==> config.mk <==
export PLATFORM = sky130hd
export DESIGN_NAME = dec_out
export DESIGN_NICKNAME = d
export VERILOG_FILES = /design/src/rtl/dec_pkg.sv /design/src/rtl/dec_out.sv
export SDC_FILE = /design/constraint.sdc
export NUM_CORES = 1
export LEC_CHECK = 0
export BUFFER_PORTS_ARGS = -buffer_cell sky130_fd_sc_hd__buf_2
export CORE_MARGIN = 3
export CORE_UTILIZATION = 30
export CTS_BUF_LIST = sky130_fd_sc_hd__clkbuf_8
export DETAILED_ROUTE_END_ITERATION = 8
export SLEW_MARGIN = 20
export SYNTH_ARGS = -nofsm -noshare
export SYNTH_HDL_FRONTEND = slang
export SYNTH_SLANG_ARGS = --single-unit
==> constraint.sdc <==
create_clock -name clk -period 85.8 [get_ports clk]
set_input_delay 12.87 -clock clk [delete_from_list [all_inputs] [get_ports clk]]
set_output_delay 12.87 -clock clk [all_outputs]
set_load 0.02 [all_outputs]
==> src/rtl/dec_pkg.sv <==
// Shared types, widths and fixed-point helpers for the disc collision pipeline.
// Used by every module of the block; depends on nothing.
package dec_pkg;

  // Fraction bits of the unit normal, the mass weights and the overlap.
  localparam int FRAC = 28;

  // The square root makes one result bit per stage.
  localparam int SQRT_STAGES = 34;

  // The dividers make one quotient bit per stage.
  localparam int DIV_STAGES = 29;

  // Number of register stages in the bounce arithmetic.
  localparam int BNC_STAGES = 7;

  // Q1.28 constants used for the mass weights.
  localparam logic [29:0] ONE_Q28 = 30'h1000_0000;
  localparam logic [28:0] HALF_Q28 = 29'h0800_0000;

  // Data that travels beside the square root and the dividers.
  typedef struct packed {
    logic               hit;
    logic signed [32:0] rx;
    logic signed [32:0] ry;
    logic [33:0]        rsum;
    logic [31:0]        ma;
    logic [33:0]        msum;
    logic signed [31:0] vax;
    logic signed [31:0] vay;
    logic signed [31:0] vbx;
    logic signed [31:0] vby;
  } side_t;

  // Operands of the bounce arithmetic once the normal and weights are known.
  typedef struct packed {
    logic               hit;
    logic signed [32:0] rx;
    logic signed [32:0] ry;
    logic signed [31:0] vax;
    logic signed [31:0] vay;
    logic signed [31:0] vbx;
    logic signed [31:0] vby;
    logic signed [29:0] nx;
    logic signed [29:0] ny;
    logic [28:0]        ov;
    logic [28:0]        wa;
    logic [28:0]        wb;
  } bounce_t;

  // One finished result word.
  typedef struct packed {
    logic        hit;
    logic [31:0] nvax;
    logic [31:0] nvay;
    logic [31:0] nvbx;
    logic [31:0] nvby;
    logic [31:0] fax;
    logic [31:0] fay;
    logic [31:0] fbx;
    logic [31:0] fby;
  } result_t;

  // Arithmetic right shift that rounds toward zero.
  function automatic logic signed [71:0] tdz(input logic signed [71:0] x,
                                             input int unsigned k);
    logic signed [71:0] bias;
    bias = x[71] ? ((72'sd1 <<< k) - 72'sd1) : 72'sd0;
    return (x + bias) >>> k;
  endfunction

  // Clamp to the 32-bit signed range.
  function automatic logic [31:0] sat32(input logic signed [71:0] x);
    logic [31:0] r;
    if (x > 72'sd2147483647) begin
      r = 32'h7FFF_FFFF;
    end else if (x < -72'sd2147483648) begin
      r = 32'h8000_0000;
    end else begin
      r = x[31:0];
    end
    return r;
  endfunction

endpackage

==> src/rtl/dec_out.sv <==
// Output register with one skid entry; its fullness gates the whole pipeline.
// Uses dec_pkg for the result word type.
module dec_out (
  input  logic             clk,
  input  logic             rst,
  input  logic             in_valid,
  input  dec_pkg::result_t in_data,
  output logic             ce,
  output logic             out_valid,
  input  logic             out_ready,
  output dec_pkg::result_t out_data
);

  logic             skid_valid;
  dec_pkg::result_t skid_data;
  logic             take;

  // The pipeline advances whenever the skid entry is free.
  assign ce   = ~skid_valid;
  assign take = in_valid & ce;

  always_ff @(posedge clk) begin
    if (rst) begin
      out_valid  <= 1'b0;
      skid_valid <= 1'b0;
    end else if (!out_valid || out_ready) begin
      if (skid_valid) begin
        out_valid  <= 1'b1;
        skid_valid <= 1'b0;
      end else begin
        out_valid <= take;
      end
    end else if (take) begin
      skid_valid <= 1'b1;
    end
  end

  // Payload follows the same choice as the valid bits.
  always_ff @(posedge clk) begin
    if (!out_valid || out_ready) begin
      out_data <= skid_valid ? skid_data : in_data;
    end else if (take) begin
      skid_data <= in_data;
    end
  end

endmodule
==> impl_metrics.ini <==
[run_status]
status = finished, final reports clean

[power_and_ir_drop]
p_clk_share_pct = 38.3
power.density_nw_per_um2 = 22.58
power.share.switching_pct = 23.64
p_leak_nw = 9.661
switchingPower_uw = 131.4
seqPwrFrac_pct = 53.2
p_int_uw = 424.5
finalPower_uw = 555.9
combPwrFrac_pct = 8.5
ir_drop_mv = 0.01648

[die]
die_area_um2 = 67870
start_util_pct = 30.58
coreArea_um2 = 63540
die_h_um = 260.5
io_pins = 520
fp.dieW_um = 260.5
rows = 92

[final_layout]
final_common_cell = buf_2
layoutNonFillerInstCount = 2332
fin_util_pct = 38.74
syn_to_final_growth_pct = 26.68
final_cell_mix = buf_2 (519), edfxtp_1 (514), mux2_4 (197)
nFillCells = 5911
final_area_um2 = 24620
layout-drive-gt1-share_pct = 61.59
nets = 1661

[synth]
yosysTopAreaCell = edfxtp_1
seq_area_frac_synth_pct = 79.63
synth.area.top_cells = edfxtp_1 (79%), mux2_4 (15%), mux2_2 (3.5%), buf_6 (1.3%), dfxtp_1 (0.21%)
ys_ff_latch = 516
netlist_area_um2 = 19430
synthCells = 808
avgSynthCellArea_um2 = 24.05
synthesis.nets = 1069
synth.top_cell.area_share_pct = 79.43
synth.distinct_cells = 13
yosys_warnings = 0

[drt]
wire_per_inst_um = 18.83
ant_nets = 0
drc_errors = 0
vias = 9729
first_pass_iters = 4
first_iter_violations = 534
viasPerCell = 4.172
wl_um = 43900

[timing]
grt_setup_unrepaired = false
timing.fmax_ghz = 0.06234
hold-worst-slack_ns = 0.5321
fin_ws_ns = 69.76
finClkSkew_ns = 0.02231
fin_crit_ns = 16.04
slew_violations = 0
hold_viol = 0
max-slew-margin-rel_pct = 28.11
tightest_slew_ns = 1.078
setup_violations = 0
fin_crit_sh_pct = 18.69
fin_setup_tns_ns = 0

[run]
drv_cap = 0

[setup_path]
cp_cell_sequence = buf_2 -> nand2b_4 -> nor3b_2 -> buf_4 -> buf_4 -> buf_4
arrival_ns = 16.30
path_common_cell = buf_4
crit_start = out_ready
critPathKind = in -> reg
slowest_stage = buf_4
critPathLaunchType = input port
cpPeakStageDelay_ns = 0.84
path_max_fanout = 74
cp-end-kind = flop
crit_buf_inv = 4
r2r_start = out_valid
path_delay_family = buffers and inverters
cp.required_ns = 86.06

[global_routing]
grt_antenna_before_repair = 16
grt_pass1_vias = 10380
grt_usage_pct = 12.40
grt_max_degree = 75
grt_first_pass_wirelength_um = 63530
grt-ovfl-total = 0

[place]
dp_hpwl_um = 29770
placed_area_um2 = 22900
io_buffers = 519
dp_slack_ns = 69.08
routabilityCongestion = 0.7780
placedCellCount = 2156

[clock_network]
cts_resized = 0
clock_latency_ns = 0.65
h-tree-depth = 3
postCtsSetupRepairBufs = 0
numCtsBuffers = 88
clkTransAtPathRegs_ns = 0.06
hold_buffers = 0
tritoncts = done
cts.path.max_buffers = 3
root_buffer = clkbuf_8
clock_sinks = 516

[hold_path]
hp-start = skid_data[208]
min_path_type = reg -> reg
## worst reg2reg max path: cells and delay by family, from the launching register on
family | cells | cell delay, ns
buffers and inverters | 3 | 2.62
and+or+nand+nor | 2 | 0.55
DFF | 1 | 0.36
## state kept, by name, summed over array words and instances, names as in the netlist
register    cells
out_data      257
skid_data     257
out_valid       1
skid_valid      1
## power groups by stage
| stage | logic (mW) | registers [mW] | clock network [mW] |
|---|---|---|---|
| 6_report | 0.0475 | 0.296 | 0.213 |
| 5_1_grt | 0.0506 | 0.297 | 0.235 |
| 4_1_cts | 0.0485 | 0.296 | 0.223 |
| 3_5_place_dp | 0.0485 | 0.301 | 0 |
| 3_3_place_gp | 0.0477 | 0.301 | 0 |
| 2_1_floorplan | 0.0143 | 0.318 | 0 |
## logic make-up (layout without fill, tap and decap cells)
family | Yosys count | count (layout) | synth area share (%)
other cells | 0 | 15 | 0
mux | 257 | 257 | 18.70
buf+inv | 30 | 693 | 1.526
compound gates | 1 | 1 | 0.02573
flops | 516 | 516 | 79.63
simple gates | 4 | 4 | 0.1159
## final cells by class
type / count / area (um^2) / area share [%]
flip-flops and latches: 516 / 15480 / 62.88
multi-input cells: 262 / 3674 / 14.92
clock inverters: 72 / 452.9 / 1.840
clock buffers: 89 / 1225 / 4.976
well taps: 846 / 1059 / 4.300
diodes: 15 / 37.54 / 0.1525
inverters: 1 / 3.754 / 0.01525
repair buffers: 531 / 2688 / 10.92
## synthesized netlist by cell type (all sizes together)
library cell  instances
a21oi                 1
inv                   1
nor2                  1
edfxtp              514
nor3b                 1
nor3                  1
mux2                257
buf                  29
dfxtp                 2
nand2b                1
## per-layer routing
layer  global-route usage, %  share of wire [%]  vias up
li1                        -                  -     4459
met1                   14.57                 39     4782
met2                   20.35                 50      391
met3                   4.512                8.6       91
met4                   5.590                2.9        6
met5                       0              0.077        -
## final timing paths
kind | end | slack, ns | depth (start not counted)
setup / recovery | skid_data[133] | 69.76 | 6
hold / removal | out_data[208] | 0.53 | 1
setup reg to reg | skid_data[133] | 81.80 | 5
hold reg to reg | out_data[208] | 0.53 | 1
Note: power is estimated with default switching activity, not from simulation.
